==> src/lpfr_pkg.sv <==
// Types and constants shared by the frame receiver modules.
`timescale 1ns / 1ps
package lpfr_pkg;

  localparam logic [7:0] START_BYTE   = 8'h7E;
  localparam int         HEADER_BYTES = 3;
  localparam int         SLOT_COUNT   = 2;
  localparam int         PENDING_W    = 8;
  localparam int         LEN_SUM_W    = 17;

  // Per-byte result flags
  typedef struct packed {
    logic frame_slot;
    logic frame_last;
    logic overlong;
  } flags_t;

endpackage

==> src/length_prefixed_frame_receiver.sv <==
// A result is registered in the result queue and offered to the result channel from there.
// Throughput: one byte per cycle, held by the two-entry result queue; rx_ready
// drops only while both queue entries wait on the result channel.
// Bytes hunted past before a start byte are accepted but give no result.
// Reset (rst, synchronous): back to hunting, pending count zero, queue empty.
`timescale 1ns / 1ps
module length_prefixed_frame_receiver #(
  parameter int FRAME_BYTES = 128,
  parameter int POS_W       = $clog2(FRAME_BYTES)
) (
  input  logic             clk,
  input  logic             rst,
  input  logic             rx_valid,
  output logic             rx_ready,
  input  logic [7:0]       rx_byte,
  output logic             frame_valid,
  input  logic             frame_ready,
  output logic [7:0]       data_byte,
  output logic [POS_W-1:0] position,
  output logic             frame_slot,
  output logic             frame_last,
  output logic             overlong
);
  import lpfr_pkg::*;

  localparam int ENTRY_W = 8 + POS_W + $bits(flags_t);

  logic               accept;
  logic               result_valid;
  logic [POS_W-1:0]   result_position;
  flags_t             result_flags;
  flags_t             out_flags;
  logic [ENTRY_W-1:0] queue_in;
  logic [ENTRY_W-1:0] queue_out;

  assign accept = rx_valid && rx_ready;

  // Parse each accepted byte
  lpfr_parse #(
    .FRAME_BYTES (FRAME_BYTES),
    .POS_W       (POS_W)
  ) u_parse (
    .clk             (clk),
    .rst             (rst),
    .accept          (accept),
    .rx_byte         (rx_byte),
    .result_valid    (result_valid),
    .result_position (result_position),
    .result_flags    (result_flags)
  );

  // Queue results toward the output channel
  assign queue_in = {rx_byte, result_position, result_flags};

  lpfr_fifo #(
    .W (ENTRY_W)
  ) u_fifo (
    .clk      (clk),
    .rst      (rst),
    .wr_valid (result_valid),
    .wr_data  (queue_in),
    .wr_ready (rx_ready),
    .rd_valid (frame_valid),
    .rd_data  (queue_out),
    .rd_ready (frame_ready)
  );

  assign {data_byte, position, out_flags} = queue_out;
  assign frame_slot = out_flags.frame_slot;
  assign frame_last = out_flags.frame_last;
  assign overlong   = out_flags.overlong;

endmodule

==> src/lpfr_parse.sv <==
// Frame parser: position tracking, length decode and pending-frame count.
`timescale 1ns / 1ps
module lpfr_parse #(
  parameter int FRAME_BYTES = 128,
  parameter int POS_W       = $clog2(FRAME_BYTES)
) (
  input  logic              clk,
  input  logic              rst,
  input  logic              accept,
  input  logic [7:0]        rx_byte,
  output logic              result_valid,
  output logic [POS_W-1:0]  result_position,
  output lpfr_pkg::flags_t  result_flags
);
  import lpfr_pkg::*;

  localparam logic [POS_W-1:0] POS_START  = POS_W'(0);
  localparam logic [POS_W-1:0] POS_LEN_HI = POS_W'(1);
  localparam logic [POS_W-1:0] POS_LEN_LO = POS_W'(2);
  localparam logic [POS_W-1:0] POS_FIRST  = POS_W'(3);
  localparam logic [PENDING_W-1:0] PENDING_MAX = {PENDING_W{1'b1}};

  logic [POS_W-1:0]     byte_position, byte_position_next;
  logic [7:0]           length_high, length_high_next;
  logic [POS_W-1:0]     end_position, end_position_next;
  logic [PENDING_W-1:0] pending_frames, pending_frames_next;
  logic [LEN_SUM_W-1:0] end_sum;
  logic                 hit;
  logic                 last_flag;
  logic                 over_flag;

  // Frame end position from the two length bytes
  assign end_sum = LEN_SUM_W'({length_high, rx_byte}) + LEN_SUM_W'(HEADER_BYTES);

  // Decide the result and next state for the byte on the input
  always_comb begin
    hit                 = 1'b0;
    last_flag           = 1'b0;
    over_flag           = 1'b0;
    byte_position_next  = byte_position;
    length_high_next    = length_high;
    end_position_next   = end_position;
    pending_frames_next = pending_frames;
    case (byte_position)
      POS_START: begin
        if (rx_byte == START_BYTE) begin
          hit                = 1'b1;
          byte_position_next = POS_LEN_HI;
        end
      end
      POS_LEN_HI: begin
        hit                = 1'b1;
        length_high_next   = rx_byte;
        byte_position_next = POS_LEN_LO;
      end
      POS_LEN_LO: begin
        hit = 1'b1;
        if (end_sum >= LEN_SUM_W'(FRAME_BYTES)) begin
          over_flag          = 1'b1;
          byte_position_next = POS_START;
        end else begin
          end_position_next  = end_sum[POS_W-1:0];
          byte_position_next = POS_FIRST;
        end
      end
      default: begin
        hit = 1'b1;
        if (byte_position >= end_position) begin
          last_flag          = 1'b1;
          byte_position_next = POS_START;
          if (pending_frames != PENDING_MAX) begin
            pending_frames_next = pending_frames + PENDING_W'(1);
          end
        end else begin
          byte_position_next = byte_position + POS_W'(1);
        end
      end
    endcase
  end

  // Advance state on each accepted byte
  always_ff @(posedge clk) begin
    if (rst) begin
      byte_position  <= POS_START;
      length_high    <= '0;
      end_position   <= '0;
      pending_frames <= '0;
    end else if (accept) begin
      byte_position  <= byte_position_next;
      length_high    <= length_high_next;
      end_position   <= end_position_next;
      pending_frames <= pending_frames_next;
    end
  end

  // Result fields for the current byte
  assign result_valid            = accept && hit;
  assign result_position         = byte_position;
  assign result_flags.frame_slot =
    (pending_frames < PENDING_W'(SLOT_COUNT)) ? pending_frames[0] : 1'b0;
  assign result_flags.frame_last = last_flag;
  assign result_flags.overlong   = over_flag;

endmodule

==> src/lpfr_fifo.sv <==
// Two-entry result queue that decouples the parser from the result channel.
`timescale 1ns / 1ps
module lpfr_fifo #(
  parameter int W = 18
) (
  input  logic         clk,
  input  logic         rst,
  input  logic         wr_valid,
  input  logic [W-1:0] wr_data,
  output logic         wr_ready,
  output logic         rd_valid,
  output logic [W-1:0] rd_data,
  input  logic         rd_ready
);
  import lpfr_pkg::*;

  localparam int DEPTH = 2;

  logic [W-1:0] entry [DEPTH];
  logic         wr_ptr;
  logic         rd_ptr;
  logic [1:0]   count;
  logic         push;
  logic         pop;

  assign push = wr_valid && wr_ready;
  assign pop  = rd_valid && rd_ready;

  // Store incoming requests
  always_ff @(posedge clk) begin
    if (push) begin
      entry[wr_ptr] <= wr_data;
    end
  end

  // Track fill level and pointers
  always_ff @(posedge clk) begin
    if (rst) begin
      wr_ptr <= 1'b0;
      rd_ptr <= 1'b0;
      count  <= '0;
    end else begin
      if (push) begin
        wr_ptr <= ~wr_ptr;
      end
      if (pop) begin
        rd_ptr <= ~rd_ptr;
      end
      if (push && !pop) begin
        count <= count + 2'd1;
      end else if (pop && !push) begin
        count <= count - 2'd1;
      end
    end
  end

  assign wr_ready = (count != 2'(DEPTH));
  assign rd_valid = (count != 2'd0);
  assign rd_data  = entry[rd_ptr];

endmodule

==> config.mk <==
export PLATFORM = sky130hd
export DESIGN_NAME = length_prefixed_frame_receiver
export DESIGN_NICKNAME = d
export VERILOG_FILES = /design/src/lpfr_pkg.sv /design/src/length_prefixed_frame_receiver.sv /design/src/lpfr_parse.sv /design/src/lpfr_fifo.sv
export SDC_FILE = /design/constraint.sdc
export NUM_CORES = 1
export LEC_CHECK = 0
export ABC_AREA = 1
export BUFFER_PORTS_ARGS = -buffer_cell sky130_fd_sc_hd__buf_4
export CORE_UTILIZATION = 55
export CTS_BUF_LIST = sky130_fd_sc_hd__clkbuf_8
export DETAILED_ROUTE_END_ITERATION = 12
export MAX_ROUTING_LAYER = met4
export PLACE_DENSITY_LB_ADDON = 0.3
export SETUP_SLACK_MARGIN = 0.4
export SLEW_MARGIN = 20
export SYNTH_ARGS = -nofsm -noshare
export SYNTH_HDL_FRONTEND = slang
export SYNTH_HIERARCHICAL = 1
export SYNTH_SLANG_ARGS = --single-unit
==> constraint.sdc <==
create_clock -name clk -period 2.6 [get_ports clk]
set_input_delay 0.65 -clock clk [delete_from_list [all_inputs] [get_ports clk]]
set_output_delay 0.65 -clock clk [all_outputs]
set_load 0.005 [all_outputs]
Yosys cells after proc, flatten, opt, wreduce, memory -nomap -nowiden
Memories as Yosys holds them, arrays and structs flattened. A register that Yosys moved wholly into a read port is not among the register bits. Index checks and enable logic that the tools add are counted.

Register bits: 34. Memory bits (writable): 36. Input port bits: 12. Output and inout bits: 20. Word-level logic and storage cells: 59. Memories: 1.

Memories: u_fifo.entry (words 2, width 18, rd ports 1, clocked after memory_dff 1, write ports 1, RTL line lpfr_fifo.sv:19) `logic [W-1:0] entry [DEPTH];`.

Add/subtract/negate cells: 5. Magnitude comparators: 3. Equal/unequal tests: 6. Muxes and demuxes: 17. Bitwise gates (word level): 4. Reductions and logical operators: 16.

Operators with widths (count): one-hot mux 7 bit (3 select lines) (1); adder 16 x 2 -> 17 bit, second input constant (1); >= comparator 17 x 8 -> 1 bit, second input constant (1); 2-to-1 mux 7 bit (2); 2-to-1 mux 1 bit (11); adder 8 x 1 -> 8 bit, second input constant (1); equality test 8 x 7 -> 1 bit, second input constant (1); less-than comparator 8 x 2 -> 1 bit, second input constant (1); != test 8 bit, second input constant (1); adder 7 x 1 -> 7 bit, second input constant (1); equality test 7 x 1 -> 1 bit, second input constant (1); equality test 7 x 2 -> 1 bit, second input constant (1); >= comparator 7 bit (1); zero test 7 bit (1); logical AND 1 bit (6); 2-to-1 mux 2 bit (3); inverter 1 bit (4); AND reduction 2 bit (2); AND reduction 4 bit (1); nonzero test 2 bit (2); AND reduction 3 bit (1); OR reduction 3 bit (1); adder 2 x 1 -> 2 bit, second input constant (1); zero test 1 bit (2); other kinds (3) (3).

Longest topological paths before layout
Depth in word-level cells: 9. Gate-level depth with buffers: 17. Mapped depth without buffers: 16.

Modules after synthesis
Netlist, hierarchy kept.

By module, submodules not included: lpfr_parse (instances 1, cells an instance 360, area an instance 2254.7 µm², seq. area each 600.6 µm²); lpfr_fifo (instances 1, cells an instance 93, area an instance 1591.5 µm², seq. area each 1181.1 µm²); length_prefixed_frame_receiver (instances 1, cells an instance 2, area an instance 7.5 µm², seq. area each 0.0 µm²).

Worst setup path after synthesis
No wires, ideal clock.

Path type: input -> register. Start: input rx_byte[0]. End: memory u_fifo.entry[1][0] (enable). Library setup time: 0.393 ns. Arrival time: 2.292 ns. Data required time: 2.207 ns. Setup slack: -0.085 ns. Cell stages on the path: 8. Path buffers: 1. Cells stage by stage: inv_1 > ha_1 > nand3_1 > o31ai_1 > and2_1 > buf_2 > nand2_1 > nor2_1.

Longest elaborated chain between the ends: 7.

Ends and longest elaborated chain: start, declared (RTL line length_prefixed_frame_receiver.sv:15) `input logic [7:0] rx_byte,`; equality test 8 x 7 -> 1 bit (RTL line lpfr_parse.sv:46) `if (rx_byte == START_BYTE) begin`; 2-to-1 mux 1 bit (RTL line lpfr_parse.sv:46); 2-to-1 mux 1 bit (RTL line lpfr_parse.sv:44) `case (byte_position)`; logical AND 1 bit (RTL line lpfr_parse.sv:97) `assign result_valid = accept && hit;`; via result_valid (RTL line length_prefixed_frame_receiver.sv:29) `logic result_valid;`; logical AND 1 bit (RTL line lpfr_fifo.sv:26) `assign push = wr_valid && wr_ready;`; 2-to-1 mux 1 bit (RTL line lpfr_fifo.sv:31) `if (push) begin`; 2-to-1 mux 1 bit (not written as such) (RTL line lpfr_fifo.sv:32) `entry[wr_ptr] <= wr_data;`; end, declared (RTL line lpfr_fifo.sv:19).

The timed path passes the listed nets, and every way through them passes these cells.

Worst setup path in the final report
Start: input rx_byte[0]. End: register u_parse.end_position[5].

Longest elaborated chain between the ends: 4.

Ends and longest elaborated chain: adder 16 x 2 -> 17 bit (RTL line lpfr_parse.sv:33) `assign end_sum = LEN_SUM_W'({length_high, rx_byte}) + LEN_SUM_W'(HEADER_BYTES);`; via u_parse.end_sum[0] (RTL line lpfr_parse.sv:27) `logic [LEN_SUM_W-1:0] end_sum;`; >= comparator 17 x 8 -> 1 bit (RTL line lpfr_parse.sv:58) `if (end_sum >= LEN_SUM_W'(FRAME_BYTES)) begin`; inverter 1 bit (no source line); AND reduction 3 bit (no source line); end signal, assigned (RTL line lpfr_parse.sv:91) `end_position <= end_position_next;`; end, declared (RTL line lpfr_parse.sv:25) `logic [POS_W-1:0] end_position, end_position_next;`.

The timed path passes the listed nets, and every way through them passes these cells. A chain may end at the register's enable or synchronous reset.

==> reports/metrics.cfg <==
[cts]
numCtsBuffers = 9
clk_pin_slew_ns = 0.08
clockBufferDepth = 2
htreeDepth = 3
clk_latency_ns = 0.34
cts_tree = built
cts_sinks = 71
cts_root_buffer = clkbuf_8
hold_buffers = 0

[status]
status = finished, final reports clean

[floorplan]
dieWidth_um = 85.7
row_count = 30
io_pins = 32
initial_utilization = 0.567
dieArea_sq_um = 7350
design.core.area_sq_um = 6790
dieHeight_um = 85.7

[setup_path]
startpoint_type = input pin
critPathKind = in -> reg
cp.arrival_ns = 2.39
crit_path_start = rx_byte[0]
cp-endpoint = u_parse/end_position[5]
critPathSlowestCell = ha_2
r2r-start = u_parse/result_position[1]
cp_num_cells = 16
path_buf_inv = 5
endpoint_kind = register
worstRegToRegCells = 14
reg2reg_setup_slack_ns = 0.55
crit_required_ns = 2.88
critPathMaxFanout = 6
worstPathCellList = buf_4 > inv_1 > ha_2 > inv_1 > nand3_2 > nor2_4 > buf_4 > nand4_1 > nand2_1 > nor2_1 > nand2_1 > nor2_4 > nand4_4 > nand2_1 > inv_1 > nor2_1
rr_endpoint = u_fifo/count[1]
cpPeakStageDelay_ns = 0.25
path_delay_family = simple AND/OR/NAND/NOR gates

[timing]
max_slew_margin = 0.535
drv_slew = 0
setup_tns_ns = 0
fin_skew_ns = 0.00912
setup_viol = 0
hold_ws_ns = 0.493
min_period_over_period = 0.812
timing.final.crit_period_ns = 2.11
hold_viol_final = 0
worstMarginPinSlew_ns = 0.692
rsz0062_at_grt = true
clock.fmax_mhz = 473

[pwr]
p_switching_mw = 0.951
p_int_mw = 2.34
p_leak_nw = 1.93
p_comb_frac = 0.270
p_clk_frac = 0.327
powerDensity_nw_per_um2 = 723
peakVddDrop_v = 0.000338
p_seq_frac = 0.403
p_total_mw = 3.29
p_sw_frac = 0.289

[cells_and_area]
diodes = 0
fin_nets = 523
n_fill_cell = 548
area_delta_synth_final_pct = 18.1
drive_above_1_share = 0.224

[yosys]
yosysUniqueCellTypes = 38
post_synth_inst_count = 455
synth_warnings = 6
ys_ff_latch = 71
ys_seq_area_frac = 0.462
syn_area_sq_um = 3850
syn_nets = 482
avgSynthCellArea_sq_um = 8.47

[detailed_routing]
drt_iter0_drc = 217
drcViolationCount = 0
dr.pass1.iters = 5
route.met2.wl_um = 3880
ant_nets = 0
vias = 3167
drt_wl_total_um = 8090
wl_met3_um = 407
wire_per_inst_um = 13.5
highest_layer = met4
wl_met1_um = 3620
viasPerCell = 5.30

[place]
dp_hpwl_um = 5890
io_buffers = 31
place.gp.congestion = 0.987

[flow_run]
drv_cap = 0

[worst_hold_path]
hold_path.class = in -> reg
min-delay-start = rst
whs_path_depth = 2

[grt]
grt.total_usage = 0.236
grt_overflow_total = 0
antenna_found_initial = 0
grt_max_degree = 24
grt_pass1_wl_um = 13100
grt_pass1_vias = 3031

-- stage by stage --
stage          setup WS [ns]   util  cell area, sq um  instances
3_5_place_dp          0.0732  0.620              4210        579
2_1_floorplan          0.401      -              3870        455
6_report               0.488  0.670              4550        597
3_3_place_gp           0.111  0.620              4210        579
5_1_grt                0.374  0.670              4550        597
4_1_cts                0.400  0.657              4460        595
-- layout by cell type, fill, tap and decap left out, drive strengths merged --
| cell | n |
|---|---|
| a211oi | 4 |
| a21oi | 17 |
| a31oi | 3 |
| and2 | 1 |
| buf | 38 |
| bufinv | 3 |
| clkbuf | 10 |
| clkinv | 2 |
| clkinvlp | 1 |
| dfxtp | 35 |
| edfxtp | 36 |
| ha | 15 |
| inv | 68 |
| mux2 | 18 |
| nand2 | 99 |
| nand3 | 21 |
| nand3b | 4 |
| nand4 | 14 |
| nor2 | 69 |
| nor3 | 8 |
| nor4 | 1 |
| o2111ai | 1 |
| o21ai | 26 |
| o31ai | 1 |
| or2 | 1 |
| xnor2 | 2 |
| xor2 | 3 |
-- registers in the layout, summed over array words and instances (netlist names), named ones only --
signal / count
u_fifo/entry: 36
u_parse/end_position: 7
u_parse/result_position: 7
u_parse/pending_frames: 8
u_fifo/rd_ptr: 1
u_fifo/count: 2
u_parse/length_high: 8
u_fifo/wr_ptr: 1
-- routing by layer --
metal  track usage  vias up
met5             -        -
met4         0.108        0
met3        0.0385       15
met2         0.397      100
met1         0.279     1464
li1              -     1588
-- power groups by stage --
| stage | combinational, mW | sequential [mW] | clock, mW |
|---|---|---|---|
| 2_1_floorplan | 0.586 | 1.33 | 0 |
| 3_3_place_gp | 0.816 | 1.34 | 0 |
| 3_5_place_dp | 0.842 | 1.35 | 0 |
| 4_1_cts | 0.848 | 1.32 | 1.09 |
| 5_1_grt | 0.985 | 1.33 | 1.13 |
| 6_report | 0.888 | 1.33 | 1.08 |
-- worst reg2reg max path, cell delays in order, from the launching register on --
cell,delay [ns]
dfxtp_2,0.37
inv_1,0.13
ha_1,0.17
nand2_1,0.10
nor2_4,0.14
o31ai_1,0.10
and2_4,0.17
nand2_4,0.09
inv_1,0.06
ha_1,0.32
inv_1,0.08
nand3_1,0.08
nand2_1,0.06
inv_1,0.04
nor2_1,0.08
-- how the worst min path moves through the flow --
stage	to
floorplan	u_fifo/entry[0][7]
global placement	u_parse/pending_frames[1]
finish	u_parse/result_position[2]
global route	u_parse/result_position[2]
detailed placement	u_parse/pending_frames[1]
CTS	u_parse/result_position[2]
-- cells by family (layout without fill, tap and decap cells) --
kind of cell               Yosys count  count (layout)  synth area share
and+or+nand+nor                    217             218             0.254
buffers and inverters               77             122            0.0880
DFF                                 71              71             0.462
AOI/OAI and AO/OA                   52              52            0.0737
muxes                               18              18            0.0623
adders and majority gates           15              15            0.0487
xor gates and xnor gates             5               5            0.0114
-- cells in the mapped netlist --
| cell | number | area (sq um) |
|---|---|---|
| nand2_1 | 92 | 345 |
| inv_1 | 65 | 244 |
| nor2_1 | 58 | 218 |
| edfxtp_1 | 36 | 1080 |
| dfxtp_1 | 35 | 701 |
| o21ai_0 | 24 | 120 |
| nand3_1 | 20 | 100 |
| a21oi_1 | 17 | 85.1 |
| ha_1 | 15 | 188 |
| nand4_1 | 12 | 75.1 |
| mux2_4 | 10 | 150 |
| mux2_2 | 8 | 90.1 |
| nor2_2 | 8 | 50.1 |
| nor3_1 | 8 | 40.0 |
| nand2_2 | 7 | 43.8 |
| a211oi_1 | 4 | 30.0 |
| nand3b_1 | 4 | 30.0 |
| a31oi_1 | 3 | 18.8 |
| nor2_4 | 3 | 33.8 |
| xor2_1 | 3 | 26.3 |
| buf_4 | 2 | 15.0 |
| buf_6 | 2 | 22.5 |
| clkbuf_1 | 2 | 7.51 |
| inv_2 | 2 | 7.51 |
| xnor2_1 | 2 | 17.5 |
| and2_1 | 1 | 6.26 |
| buf_12 | 1 | 20.0 |
| buf_2 | 1 | 5.00 |
| clkbuf_8 | 1 | 13.8 |
| clkinv_1 | 1 | 3.75 |
| nand3_2 | 1 | 10.0 |
| nand4_2 | 1 | 12.5 |
| nor4_1 | 1 | 6.26 |
| o2111ai_1 | 1 | 8.76 |
| o21ai_1 | 1 | 5.00 |
| o21ai_2 | 1 | 8.76 |
| o31ai_1 | 1 | 7.51 |
| or2_0 | 1 | 6.26 |
-- final cells by class --
type | instances | area (sq um) | share of cell area
Clock inverter | 6 | 110 | 0.0242
Timing Repair Buffer | 38 | 310 | 0.0682
Sequential cell | 71 | 1790 | 0.392
Clock buffer | 10 | 138 | 0.0302
Multi-Input combinational cell | 308 | 1830 | 0.403
Inverter | 68 | 255 | 0.0561
Tap cell | 96 | 120 | 0.0264
-- timing repair --
item,in CTS,in global routing
buffers inserted,0,1
pin swaps,0,3
resized for setup,2,20
endpoints found under the setup margin,5,18
gates cloned,0,1
No activity file was read; power rests on OpenSTA's default activity.
